File: config.mk
export PLATFORM = sky130hd
export DESIGN_NAME = gmas_queue
export DESIGN_NICKNAME = d
export VERILOG_FILES = /design/src/sv/gmas_pkg.sv /design/src/sv/gmas_queue.sv
export SDC_FILE = /design/constraint.sdc
export NUM_CORES = 1
export LEC_CHECK = 0
export BUFFER_PORTS_ARGS = -buffer_cell sky130_fd_sc_hd__buf_4
export CORE_MARGIN = 4
export CORE_UTILIZATION = 56
export DETAILED_ROUTE_END_ITERATION = 6
export PLACE_DENSITY = 0.78
export SETUP_SLACK_MARGIN = 0.02
export SYNTH_ARGS = -nofsm -noshare
export SYNTH_HDL_FRONTEND = slang
export SYNTH_SLANG_ARGS = --single-unit
File: constraint.sdc
create_clock -name clock -period 2.3 [get_ports clock]
set_clock_uncertainty 0.1 [all_clocks]
set_input_delay 0.46 -clock clock [delete_from_list [all_inputs] [get_ports clock]]
set_output_delay 0.46 -clock clock [all_outputs]
set_load 0.03 [all_outputs]
File: src/sv/gmas_pkg.sv
// ----------------------------------------------------------------------------
// gmas_pkg: shared types and constants of the group median age selector
// Group membership table, field widths, queue depth and the record entry
// that travels from the front end to the back end.
// ----------------------------------------------------------------------------
package gmas_pkg;

   // defaults for the top level parameters
   localparam int AGE_LEVELS_DEF = 128;
   localparam int MAX_PEOPLE_DEF = 256;

   // fixed field widths
   localparam int AGE_W  = 7;
   localparam int GID_W  = 3;
   localparam int SIZE_W = 9;

   // categories are is_female * 2 + has_job
   localparam int NUM_CATS   = 4;
   localparam int CAT_W      = 2;
   localparam int NUM_GROUPS = 7;

   // widest row index the back end may need (up to 1024 age levels)
   localparam int ROW_MAX_W = 10;

   // depth of the queue between front and back end (power of two)
   localparam int Q_DEPTH = 4;

   // bit c set: category c belongs to the group
   localparam logic [NUM_CATS-1:0] GROUP_MEMBERS [NUM_GROUPS] = '{
      4'hF,  // all
      4'hC,  // female
      4'h3,  // male
      4'h8,  // female employed
      4'h4,  // female unemployed
      4'h2,  // male employed
      4'h1   // male unemployed
   };

   // one classified request
   typedef struct packed {
      logic [ROW_MAX_W-1:0] row;   // clamped age
      logic [CAT_W-1:0]     cat;   // category lane
      logic                 keep;  // counted, not dropped
      logic                 last;  // closes the set
   } rec_type;

endpackage

File: src/sv/gmas_queue.sv
// ----------------------------------------------------------------------------
// gmas_queue: short FIFO between front and back end
// Lets the front keep taking requests while the back end is busy.
// ----------------------------------------------------------------------------
module gmas_queue import gmas_pkg::*; (
   input  logic    clock,
   input  logic    reset,
   input  logic    push,
   input  rec_type push_data,
   output logic    push_ready,
   input  logic    pop,
   output logic    pop_valid,
   output rec_type pop_data
);

   localparam int PW = $clog2(Q_DEPTH);
   localparam int NW = $clog2(Q_DEPTH + 1);

   rec_type        slot_ff [Q_DEPTH];
   logic [PW-1:0]  wr_ptr_ff;
   logic [PW-1:0]  rd_ptr_ff;
   logic [NW-1:0]  count_ff;
   logic [NW-1:0]  count_in;

   assign push_ready = (count_ff != NW'(Q_DEPTH));
   assign pop_valid  = (count_ff != '0);
   assign pop_data   = slot_ff[rd_ptr_ff];

   always_comb begin
      count_in = count_ff;
      if (push && !pop) begin
         count_in = count_ff + NW'(1);
      end else if (pop && !push) begin
         count_in = count_ff - NW'(1);
      end
   end

   // advance pointers
   always_ff @(posedge clock) begin
      if (reset) begin
         wr_ptr_ff <= '0;
         rd_ptr_ff <= '0;
         count_ff  <= '0;
      end else begin
         if (push) begin
            wr_ptr_ff <= wr_ptr_ff + PW'(1);
         end
         if (pop) begin
            rd_ptr_ff <= rd_ptr_ff + PW'(1);
         end
         count_ff <= count_in;
      end
   end

   // store entries
   always_ff @(posedge clock) begin
      if (push) begin
         slot_ff[wr_ptr_ff] <= push_data;
      end
   end

endmodule

; Word-level counts from Yosys, hierarchy flattened
; Memories as Yosys holds them, arrays and structs flattened. A register that Yosys moved wholly into a read port is not among the register bits.
; Index checks and enable logic that the tools add are counted.
[op_classes]
add_sub_neg = 4
n_mul = 0
div = 0
n_lt_le_gt_ge = 0
eq_ne = 1
n_shift = 0
n_mux = 6
n_bitwise = 0
n_reduce_logical = 6
[ops]
columns = op, count
row1 = 3-bit two-way mux, 2
row2 = "2-bit by 1-bit adder with 2-bit output, second input constant", 2
row3 = 2-bit two-way mux, 2
row4 = "3-bit by 1-bit adder with 3-bit output, second input constant", 1
row5 = "3-bit != test, second input constant", 1
row6 = 3-bit nonzero test, 1
row7 = "3-bit by 1-bit subtractor with 3-bit output, second input constant", 1
row8 = 1-bit logical AND, 2
row9 = 1-bit zero test, 2
row10 = 1-bit two-way mux, 2
row11 = 2-bit nonzero test, 1
[totals]
reg_bits = 7
latch_bits = 0
ram_bits = 56
mem_bits_ro = 0
in_bits = 18
output_inout_bits = 16
word_cells = 21
mem_count = 1
[mem_list]
columns = memory, depth, width, rd, rd_ports_with_merged_regs, write_ports, line_no
row1 = slot_ff, 4, 14, 1, 1, 1, gmas_queue.sv:19  ; rec_type slot_ff [Q_DEPTH];

; Depth between registers and ports, before layout
[depth]
word_depth = 4
depth_mapped = 7
mapped_depth_nobuf = 7

; Worst setup path after synthesis
; Ideal clock, no wire load.
[synth_timing]
kind = input to register
start = in pop
end = reg count_ff[2]
setup_time_ns = 0.070
t_arrival_ns = 1.631
required_time_ns = 2.130
slack_ns = 0.499
cell_stages = 7
n_path_buf = 0
path_cell_list = inv_1 -> ha_1 -> inv_1 -> fa_1 -> xor2_1 -> or3_1 -> a21oi_1
[synth_between]
elab_chain_len = 3
word_cells_on_any_way = 5
classes_between = mux: 1 / reduce/logical: 4
[synth_rtl]
columns = item, line_no
row1 = start: declaration, gmas_queue.sv:11  ; input logic pop,
row2 = 1-bit zero test, gmas_queue.sv:31  ; if (push && !pop) begin
row3 = 1-bit logical AND, gmas_queue.sv:31
row4 = 3-bit two-way mux / 2-bit nonzero test (equally long branches), --
row5 = end signal: assignment, gmas_queue.sv:51  ; count_ff <= count_in;
row6 = end: declaration, gmas_queue.sv:22  ; logic [NW-1:0] count_ff;
; Several ways; a longest one is shown, not always the timed one.
; A chain may end at the register's enable or synchronous reset.

==> metrics.yaml <==
status: "completed"
ant_nets: 0
portBuffers: 33
slew_violations: 0
cts-root-buf: "clkbuf_8"
dpl.hpwl_um: 2870
cp-start-kind: "register"
clk_pin_slew_ns: 0.06
slowest_delay_ns: 0.53
grtUsageMet1: 0.183
post_cts_buffers: 0
overflow: 0
fin_area_um2: 3040
fin_cells: 221
finalHoldViolations: 0
worstHoldPathType: "in -> reg"
antenna_found_initial: 0
path_delay_family: "multiplexers"
min_period_ns: 2.16
fp.dieArea_um2: 5550
drv_cap: 0
antennaDiodeCount: 0
coreArea_um2: 4140
critical_path_arrival_ns: 1.60
critical_path_required_ns: 1.74
crit_type: "reg -> out"
htreeDepth: 3
worst_pin_slew_ns: 0.423
p_sw_frac: 0.223
cp_cell_sequence: "buf_4 -> mux4_2 -> buf_4"
p_switching_mw: 0.632
ir_drop_mv: 0.772
internal_power_mw: 2.20
layout_common_cells: "edfxtp_1, buf_4, clkbuf_8"
placedCellCount: 205
num_rows: 23
post_cts_resized: 0
viasPerCell: 5.41
die_x_um: 74.5
clock_power_share: 0.374
drive_gt1_frac: 0.374
crit_slowest_cell: "mux4_2"
power.share.combinational: 0.139
num_io_pins: 34
relSlewSlack: 0.718
seqPwrFrac: 0.487
postCtsHoldBufs: 0
yosysSeqAreaShare: 0.751
track_usage: 0.169
rsz0062_at_grt: "false"
syn_area_per_cell_um2: 21.0
grt_max_degree: 11
setup_viol: 0
cts_buffers: 9
synth_nets: 142
vias: 1195
cts_buffer_depth: 2
timing.final.crit_share: 0.939
cts_tree: "yes"
first_pass_iters: 4
fin_setup_tns_ns: 0
grt_pass1_vias: 1301
worstSkewPairLatency_ns: 0.32
met2_usage: 0.298
grt_pass1_wl_um: 6410
final_util: 0.732
drt-total-wl_um: 4030
die_h_um: 74.5
grt_busiest_layer: "met2"
start_util: 0.598
met3_usage: 0.0527
fillers: 268
post_synth_instance_area_um2: 2480
initialDrtViolationCount: 37
critPathBufInv: 2
area_growth_pct: 22.5
ys_types: 20
dpl_cell_area_um2: 2810
layout.nets: 190
gp_congestion: 0.690
cts.sinks: 65
p_leak_nw: 1.12
detail_route.wl_per_cell_um: 18.2
end_kind: "output pin"
yosys_warnings: 0
power_density_nw_per_um2: 932
fmax_mhz: 463
ys_ff_latch: 65
crit_top_cell: "buf_4"
final_common_cell: "edfxtp_1"
drc_errors: 0
critPathMaxFanout: 6
syn_inst: 118
holdWs_ns: 0.232
[registers in the layout, summed over array words and instances (netlist names), named ones only]
register	flops
slot_ff	56
rd_ptr_ff	2
count_ff	3
wr_ptr_ff	2
[metrics by stage]
step                power (mW)  setup WS, ns
finish                    2.83         0.141
global route              2.94        0.0440
CTS                       2.86        0.0726
detailed placement        1.80         0.269
global placement          1.78         0.337
floorplan                 1.65         0.499
[synthesized netlist by cell type]
| master | instances | area (µm²) |
|---|---|---|
| clkbuf_1 | 1 | 3.75 |
| or3_1 | 2 | 12.5 |
| nor2_1 | 8 | 30.0 |
| nand2_1 | 2 | 7.51 |
| buf_6 | 1 | 11.3 |
| ha_1 | 5 | 62.6 |
| dfxtp_1 | 9 | 180 |
| xor2_1 | 3 | 26.3 |
| fa_1 | 1 | 20.0 |
| and2_1 | 4 | 25.0 |
| xnor2_1 | 2 | 17.5 |
| mux2i_1 | 2 | 20.0 |
| inv_1 | 4 | 15.0 |
| mux4_2 | 10 | 225 |
| a21oi_1 | 1 | 5.00 |
| o21ai_0 | 1 | 5.00 |
| mux4_1 | 4 | 105 |
| buf_12 | 1 | 20.0 |
| buf_2 | 1 | 5.00 |
| edfxtp_1 | 56 | 1680 |
[final timing paths]
| path | from | endpoint | slack, ns | cells after the start |
|---|---|---|---|---|
| setup / recovery | register | pop_data[12] | 0.14 | 3 |
| hold reg to reg | count_ff[2] | count_ff[2] | 0.41 | 2 |
| hold / removal | push_data[5] | slot_ff[0][5] | 0.23 | 1 |
| setup reg to reg | wr_ptr_ff[0] | slot_ff[3][10] | 0.68 | 3 |
[power groups by stage]
stage	Combinational (mW)	Sequential [mW]	Clock (mW)
global route	0.423	1.38	1.14
floorplan	0.259	1.40	0
CTS	0.399	1.38	1.08
finish	0.393	1.38	1.06
global placement	0.388	1.40	0
detailed placement	0.397	1.40	0
[cells by family (layout without fill, tap and decap cells)]
group	after synthesis	in the layout	share of synthesized area
AOI/OAI and AO/OA	2	2	0.00403
xor gates and xnor gates	5	5	0.0177
adders and majority gates	6	6	0.0333
buffers and inverters	8	61	0.0222
DFF	65	65	0.751
muxes	16	16	0.141
and+or+nand+nor	16	16	0.0303
[metal layers]
| metal | part of all wire | up-vias |
|---|---|---|
| li1 | - | 557 |
| met1 | 0.39 | 602 |
| met2 | 0.55 | 30 |
| met3 | 0.051 | 6 |
| met4 | 0.015 | 0 |
| met5 | 0 | - |
[cell type report]
| class | instances | area, µm² | area share |
|---|---|---|---|
| Timing Repair Buffer | 41 | 312 | 0.103 |
| Tap cell | 50 | 62.6 | 0.0206 |
| Sequential cell | 65 | 1860 | 0.613 |
| Clock inverter | 2 | 60.1 | 0.0198 |
| Inverter | 4 | 15.0 | 0.00495 |
| Clock buffer | 14 | 163 | 0.0536 |
| Multi-Input combinational cell | 45 | 562 | 0.185 |
Note: power is estimated with default switching activity, not from simulation.
