<file path="config.mk">
export PLATFORM = sky130hd
export DESIGN_NAME = gmas_front_flat
export DESIGN_NICKNAME = d
export VERILOG_FILES = /design/src/sv/gmas_pkg.sv /design/src/sv/gmas_if.sv /design/src/sv/gmas_front.sv /design/src/flat_wrapper.sv
export SDC_FILE = /design/constraint.sdc
export NUM_CORES = 1
export LEC_CHECK = 0
export BUFFER_PORTS_ARGS = -buffer_cell sky130_fd_sc_hd__buf_2
export CELL_PAD_IN_SITES_DETAIL_PLACEMENT = 1
export CELL_PAD_IN_SITES_GLOBAL_PLACEMENT = 2
export CORE_ASPECT_RATIO = 0.75
export CORE_MARGIN = 2
export CORE_UTILIZATION = 24
export DETAILED_ROUTE_END_ITERATION = 6
export GPL_TIMING_DRIVEN = 1
export HOLD_SLACK_MARGIN = 0.02
export PLACE_DENSITY_LB_ADDON = 0.1
export SLEW_MARGIN = 5
export SYNTH_ARGS = -nofsm -noshare
export SYNTH_HDL_FRONTEND = slang
export SYNTH_SLANG_ARGS = --single-unit
</file>
<file path="constraint.sdc">
create_clock -name clock -period 2.1 [get_ports clock]
set_clock_uncertainty 0.1 [all_clocks]
set_input_delay 0 -clock clock [delete_from_list [all_inputs] [get_ports clock]]
set_output_delay 0 -clock clock [all_outputs]
set_load 0.1 [all_outputs]
</file>
<file path="src/sv/gmas_pkg.sv">
// ----------------------------------------------------------------------------
// gmas_pkg: shared types and constants of the group median age selector
// Group membership table, field widths, queue depth and the record entry
// that travels from the front end to the back end.
// ----------------------------------------------------------------------------
package gmas_pkg;

   // defaults for the top level parameters
   localparam int AGE_LEVELS_DEF = 128;
   localparam int MAX_PEOPLE_DEF = 256;

   // fixed field widths
   localparam int AGE_W  = 7;
   localparam int GID_W  = 3;
   localparam int SIZE_W = 9;

   // categories are is_female * 2 + has_job
   localparam int NUM_CATS   = 4;
   localparam int CAT_W      = 2;
   localparam int NUM_GROUPS = 7;

   // widest row index the back end may need (up to 1024 age levels)
   localparam int ROW_MAX_W = 10;

   // depth of the queue between front and back end (power of two)
   localparam int Q_DEPTH = 4;

   // bit c set: category c belongs to the group
   localparam logic [NUM_CATS-1:0] GROUP_MEMBERS [NUM_GROUPS] = '{
      4'hF,  // all
      4'hC,  // female
      4'h3,  // male
      4'h8,  // female employed
      4'h4,  // female unemployed
      4'h2,  // male employed
      4'h1   // male unemployed
   };

   // one classified request
   typedef struct packed {
      logic [ROW_MAX_W-1:0] row;   // clamped age
      logic [CAT_W-1:0]     cat;   // category lane
      logic                 keep;  // counted, not dropped
      logic                 last;  // closes the set
   } rec_type;

endpackage

</file>
<file path="src/sv/gmas_if.sv">
// ----------------------------------------------------------------------------
// gmas_if: request and response channels
// Valid/ready channels carrying one person record and one group result.
// ----------------------------------------------------------------------------
interface gmas_req_if import gmas_pkg::*; ();
   logic             valid;
   logic             ready;
   logic [AGE_W-1:0] age;
   logic             is_female;
   logic             has_job;
   logic             last_record;

   modport source (output valid, age, is_female, has_job, last_record, input ready);
   modport sink   (input valid, age, is_female, has_job, last_record, output ready);
endinterface


</file>
<file path="src/sv/gmas_front.sv">
// ----------------------------------------------------------------------------
// gmas_front: request intake and classification
// Clamps the age, picks the category lane, tracks the set's capacity and
// pushes one classified entry per accepted request into the queue.
// ----------------------------------------------------------------------------
module gmas_front import gmas_pkg::*; #(
   parameter int AGE_LEVELS = AGE_LEVELS_DEF,
   parameter int MAX_PEOPLE = MAX_PEOPLE_DEF
) (
   input  logic       clock,
   input  logic       reset,
   gmas_req_if.sink   req,
   input  logic       clear_busy,
   input  logic       q_ready,
   output logic       q_push,
   output rec_type    q_data
);

   localparam int CW = $clog2(MAX_PEOPLE + 1);

   logic [CW-1:0] total_ff;
   logic [CW-1:0] total_in;
   logic [31:0]   age_ext;
   logic [31:0]   age_clamp;
   logic          keep;

   // hold requests off while the count memory is being cleared
   assign req.ready = q_ready && !clear_busy;
   assign q_push    = req.valid && req.ready;

   // clamp ages beyond the top level
   always_comb begin
      age_ext   = 32'(req.age);
      age_clamp = (age_ext >= 32'(AGE_LEVELS)) ? 32'(AGE_LEVELS - 1) : age_ext;
   end

   assign keep = (32'(total_ff) != 32'(MAX_PEOPLE));

   always_comb begin
      q_data.row  = ROW_MAX_W'(age_clamp);
      q_data.cat  = {req.is_female, req.has_job};
      q_data.keep = keep;
      q_data.last = req.last_record;
   end

   // count kept requests, restart on the last one of a set
   always_comb begin
      total_in = total_ff;
      if (q_push) begin
         if (req.last_record) begin
            total_in = '0;
         end else if (keep) begin
            total_in = total_ff + CW'(1);
         end
      end
   end

   always_ff @(posedge clock) begin
      if (reset) begin
         total_ff <= '0;
      end else begin
         total_ff <= total_in;
      end
   end

endmodule

</file>
<file path="src/flat_wrapper.sv">
// flat-port wrapper written by rule: the top's interface ports become plain ports
module gmas_front_flat import gmas_pkg::*;
#(
   parameter int AGE_LEVELS = AGE_LEVELS_DEF,
   parameter int MAX_PEOPLE = MAX_PEOPLE_DEF
)
  (clock, reset, clear_busy, q_ready, q_push, q_data, req_valid, req_age, req_is_female, req_has_job, req_last_record, req_ready);
  gmas_req_if req_i ();
  input  logic clock;
  input  logic reset;
  input  logic clear_busy;
  input  logic q_ready;
  output logic q_push;
  output rec_type q_data;
  input wire logic [$bits(req_i.valid)-1:0] req_valid;
  input wire logic [$bits(req_i.age)-1:0] req_age;
  input wire logic [$bits(req_i.is_female)-1:0] req_is_female;
  input wire logic [$bits(req_i.has_job)-1:0] req_has_job;
  input wire logic [$bits(req_i.last_record)-1:0] req_last_record;
  output wire logic [$bits(req_i.ready)-1:0] req_ready;
  assign req_i.valid = req_valid;
  assign req_i.age = req_age;
  assign req_i.is_female = req_is_female;
  assign req_i.has_job = req_has_job;
  assign req_i.last_record = req_last_record;
  assign req_ready = req_i.ready;
  gmas_front #(.AGE_LEVELS(AGE_LEVELS), .MAX_PEOPLE(MAX_PEOPLE)) u_core (.clock(clock), .reset(reset), .req(req_i), .clear_busy(clear_busy), .q_ready(q_ready), .q_push(q_push), .q_data(q_data));
endmodule
</file>
; Yosys cells after proc, flatten, opt, wreduce, memory -nomap -nowiden
; Cells that the tools add are included.
[classes]
n_bitwise = 0
n_eq_ne = 1
div_mod_pow = 0
n_lt_le_gt_ge = 0
reduce_logical = 5
addsub = 1
n_mux = 2
shifts = 0
mul = 0
[ops]
columns = op, n
row1 = $mux W9, 2
row2 = $add A9 B1 Y9 const B, 1
row3 = $ne A9 B9 Y1 const B, 1
row4 = $logic_and A1 B1 Y1, 2
row5 = $reduce_and A2 Y1, 1
row6 = $reduce_bool A2 Y1, 1
row7 = $logic_not A1 Y1, 1
[totals]
ramBits = 0
mem_bits_ro = 0
latch_bits = 0
n_memories = 0
out_inout_bits = 16
reg_bits = 9

; Logic depth before layout (Yosys ltp)
[logic_depth]
depth_word = 4
ltp_mapped = 5
mapped_depth_nobuf = 5

; Worst setup path after synthesis
; OpenSTA, ideal clock, no wires.
[synth_path]
path_type = input -> register
from = input port clear_busy
to = register u_core.total_ff[0]
stages = 5
arrival_ns = 2.779
slack_ns = -0.907
required_ns = 1.872
path_cell_list = nor2b_1 > nand2_1 > inv_1 > o21a_1 > o31ai_1
[synth_between]
elab_chain_cells = 4
[synth_lines]
columns = item, line_no
row1 = "start, declared", flat_wrapper.sv:11  ; input logic clear_busy;
row2 = $logic_not A1 Y1, gmas_front.sv:28  ; assign req.ready = q_ready && !clear_busy;
row3 = $logic_and A1 B1 Y1, gmas_front.sv:28
row4 = $logic_and A1 B1 Y1, gmas_front.sv:29  ; assign q_push = req.valid && req.ready;
row5 = via q_push, flat_wrapper.sv:13  ; output logic q_push;
row6 = $reduce_and A2 Y1 (no source line), -
row7 = "end signal, assigned", gmas_front.sv:62  ; total_ff <= total_in;
row8 = "end, declared", gmas_front.sv:21  ; logic [CW-1:0] total_ff;
; The timed path passes the listed nets, and every way through them passes these cells.
; A chain may end at the register's enable or synchronous reset.

; Final worst setup path
[layout_path]
from = register u_core.total_ff[0]
to = register u_core.total_ff[8]
[layout_between]
elab_chain_cells = 3
[layout_lines]
columns = item, line_no
row1 = $add A9 B1 Y9 or $ne A9 B9 Y1 (tied branches), "gmas_front.sv:53, gmas_front.sv:37"
row2 = $mux W9 or $reduce_bool A2 Y1 (tied branches), -
row3 = $mux W9 or $reduce_and A2 Y1 (tied branches), -
; Parallel ways exist; a longest one is shown, timed or not. The select of a mux whose other input is x is not followed.

==> metrics.csv <==
stage,metric,value,unit
run_status,outcome,"complete, no violations",
clocking,post-CTS setup buffers,0,
clocking,# clock sinks,9,
clocking,H-tree depth,1,
place,dpl ws,0.4770,ns
timing,setup_tns,0,ns
timing,Max-Slew Margin vs Limit,34.39,%
worst_hold_path,Hold Path Origin,req_last_record,
floorplanning,core area,2643,µm²
worst_setup_path,FF-to-FF path depth,5,
clocking,clock root buffer,clkbuf_8,
drt,vias per inst,4.543,
yosys,Post-Synthesis Cells,82,
clocking,post-CTS sizing,0,
final_layout,Biggest register,u_core.total_ff,
timing,fin. max-slew vios,0,
final_layout,biggest registers after layout,u_core.total_ff (9),
place,routability cong.,0.6861,
floorplanning,FP Rows,16,
global_routing,antenna violations before repair,0,
yosys,Post-synth EDFFs,0,
global_routing,total track usage,11.56,%
floorplanning,Starting Density,25.57,%
global_routing,vias in the first global route,574,
yosys,Synth cell types,30,
timing,ratio of final minimum period to clock period,77.46,%
final_layout,Syn-to-layout area delta,20.37,%
worst_setup_path,R2R Path Start,u_core.total_ff[0]$_SDFFE_PP0P_,
timing,Max Clk Rate,0.6148,GHz
worst_hold_path,Hold Path Class,input pin to flop,
timing,# setup viols final,0,
drt,via count,577,
place,hpwl dp,1155,µm
clocking,worst-skew pair later-pin latency,0.23,ns
worst_hold_path,Hold Path Sink,u_core.total_ff[6]$_SDFFE_PP0P_,
global_routing,largest net degree at the start of global routing,13,
timing,final worst setup slack,0.4734,ns
yosys,synthesized flop and latch total,9,
pwr,PD cells,662.7,nW/µm²
yosys,ys flop type,dfxtp_1,
clocking,Post-CTS Hold Fix Bufs,10,
final_layout,layout cells sized above 1,19.78,%
worst_setup_path,Reg2Reg Setup Slack,0.47,ns
timing,Worst-Margin Slew,0.9810,ns
timing,Worst Hold Slack,0.1127,ns
worst_setup_path,worst r2r dst,u_core.total_ff[8]$_SDFFE_PP0P_,
pwr,leak pwr,0.3069,nW
yosys,synthesized area per cell,8.240,µm²
place,Placed Cells,113,
drt,wire length per cell,13.34,µm
clocking,CTS tree,built,
yosys,sequential fraction of the synthesis area,26.67,%
timing,min cycle time layout,1.627,ns
yosys,post-synthesis async set-or-reset flop share,0,%
global_routing,global-route wire length before repair,2822,µm
floorplanning,Die H,49.95,µm
final_layout,Finished Layout Cells,127,
clocking,CTS max path bufs,2,
worst_setup_path,Setup crit start kind,flop,
clocking,clk slew on worst S/H paths,0.05,ns
worst_setup_path,Setup crit end kind,flop,
place,Placed Area,668.1,µm²
final_layout,Nets,109,
final_layout,Largest register FFs,9,
yosys,synthesized cell area,675.6,µm²
worst_setup_path,Crit Path Class,flop to flop,
drt,DR iter-0 viols,12,
final_layout,Final Cell Area,813.3,µm²
timing,final hold viol count,0,
final_layout,diode count,0,
drt,WL final,1694,µm
floorplanning,Die Width,65.27,µm
clocking,CTS Buf Count,3,
worst_setup_path,Worst Path Max Fanout,4,
timing,RSZ-0062 raised after global routing,no,
worst_hold_path,Hold Crit Depth,3,
run,Max-cap violations,0,
worst_setup_path,arrival time at the worst endpoint,1.69,ns
floorplanning,die footprint,3260,µm²
drt,# DRC,0,
pwr,peak supply drop,256.9,µV
place,IO Port Bufs,9,
floorplanning,Ports,31,
drt,antenna-violating nets left,0,
drt,drt first pass iters,4,
worst_setup_path,WP data required,2.16,ns
yosys,Ys Warns,0,
global_routing,overflow left after global routing,0,
## metal layers
metal  GRT usage (%)  wire [µm]
met5               0          0
met4           1.042          0
met3           4.110         68
met2           18.54        787
met1           15.49        837
## layout by cell type (no fill, tap or decap), drive strengths merged, types with 3 or more instances in the layout
| master | synthesis | final |
|---|---|---|
| dfxtp | 9 | 9 |
| nor2 | 8 | 8 |
| a31oi | 3 | 3 |
| o21ai | 3 | 3 |
| and3 | 3 | 3 |
| clkbuf | 2 | 4 |
| nand4 | 3 | 3 |
| a21oi | 5 | 5 |
| nand2 | 5 | 5 |
| dlygate4sd3 | 0 | 10 |
| conb | 1 | 3 |
| buf | 14 | 9 |
| inv | 5 | 5 |
## power by group
part / total (mW) / switching (mW) / internal (mW)
sequential: 0.173 / 0.000681 / 0.172
combinational: 0.159 / 0.133 / 0.0258
clock: 0.207 / 0.0746 / 0.133
total: 0.539 / 0.208 / 0.331
## worst max path at each step
stage	from	end	slack, ns	cells past startpoint
final	u_core.total_ff[0]$_SDFFE_PP0P_	u_core.total_ff[8]$_SDFFE_PP0P_	0.47	5
after global routing	u_core.total_ff[0]$_SDFFE_PP0P_	u_core.total_ff[8]$_SDFFE_PP0P_	0.40	5
after floorplan	q_ready	u_core.total_ff[0]$_SDFFE_PP0P_	0.14	5
after CTS	u_core.total_ff[0]$_SDFFE_PP0P_	u_core.total_ff[8]$_SDFFE_PP0P_	0.46	5
after global placement	u_core.total_ff[0]$_SDFFE_PP0P_	u_core.total_ff[8]$_SDFFE_PP0P_	0.50	5
after detailed placement	u_core.total_ff[0]$_SDFFE_PP0P_	u_core.total_ff[8]$_SDFFE_PP0P_	0.48	5
## cell usage after synthesis (2+ instances only)
cell type	count	area [µm²]
nor2_1	8	30.03
nor2b_1	2	12.51
clkbuf_1	2	7.510
o31ai_1	2	15.01
o21ai_0	3	15.01
nand4_1	3	18.77
nand3b_1	2	15.01
ha_1	2	25.02
dfxtp_1	9	180.2
or3b_1	2	17.52
nand2_1	5	18.77
a31oi_1	3	18.77
buf_4	14	105.1
a21oi_1	5	25.02
inv_1	5	18.77
## cell type report
type                       count  area [µm²]
clock buffer                   4       45.04
fill                         322        1829
inverter                       5       18.77
multi-input combinational     54       379.1
sequential                     9       180.2
tap                           36       45.04
timing repair buffer          19       145.1
## per-stage QoR
stage          utilization (%)  total power [mW]
2_1_floorplan                -            0.3242
3_3_place_gp             25.28            0.2529
3_5_place_dp             25.28            0.2528
4_1_cts                  30.78            0.5507
5_1_grt                  30.78            0.5626
6_report                 30.78            0.5389
## logic make-up after synthesis
group,after synthesis,share of synthesized area [%]
AOI/OAI and AO/OA,18,18.70
and+or+nand+nor,31,30.93
other,1,0.5550
DFF,9,26.67
buffers and inverters,21,19.45
adders and majority gates,2,3.703
## worst max-delay path, stage by stage, from the launching register on
cell and delay, ns:
dfxtp_1 0.32, ha_1 0.23, and3_1 0.21, and3_4 0.20, a311o_1 0.34, a31oi_1 0.15
Note: power is estimated with default switching activity, not from simulation.
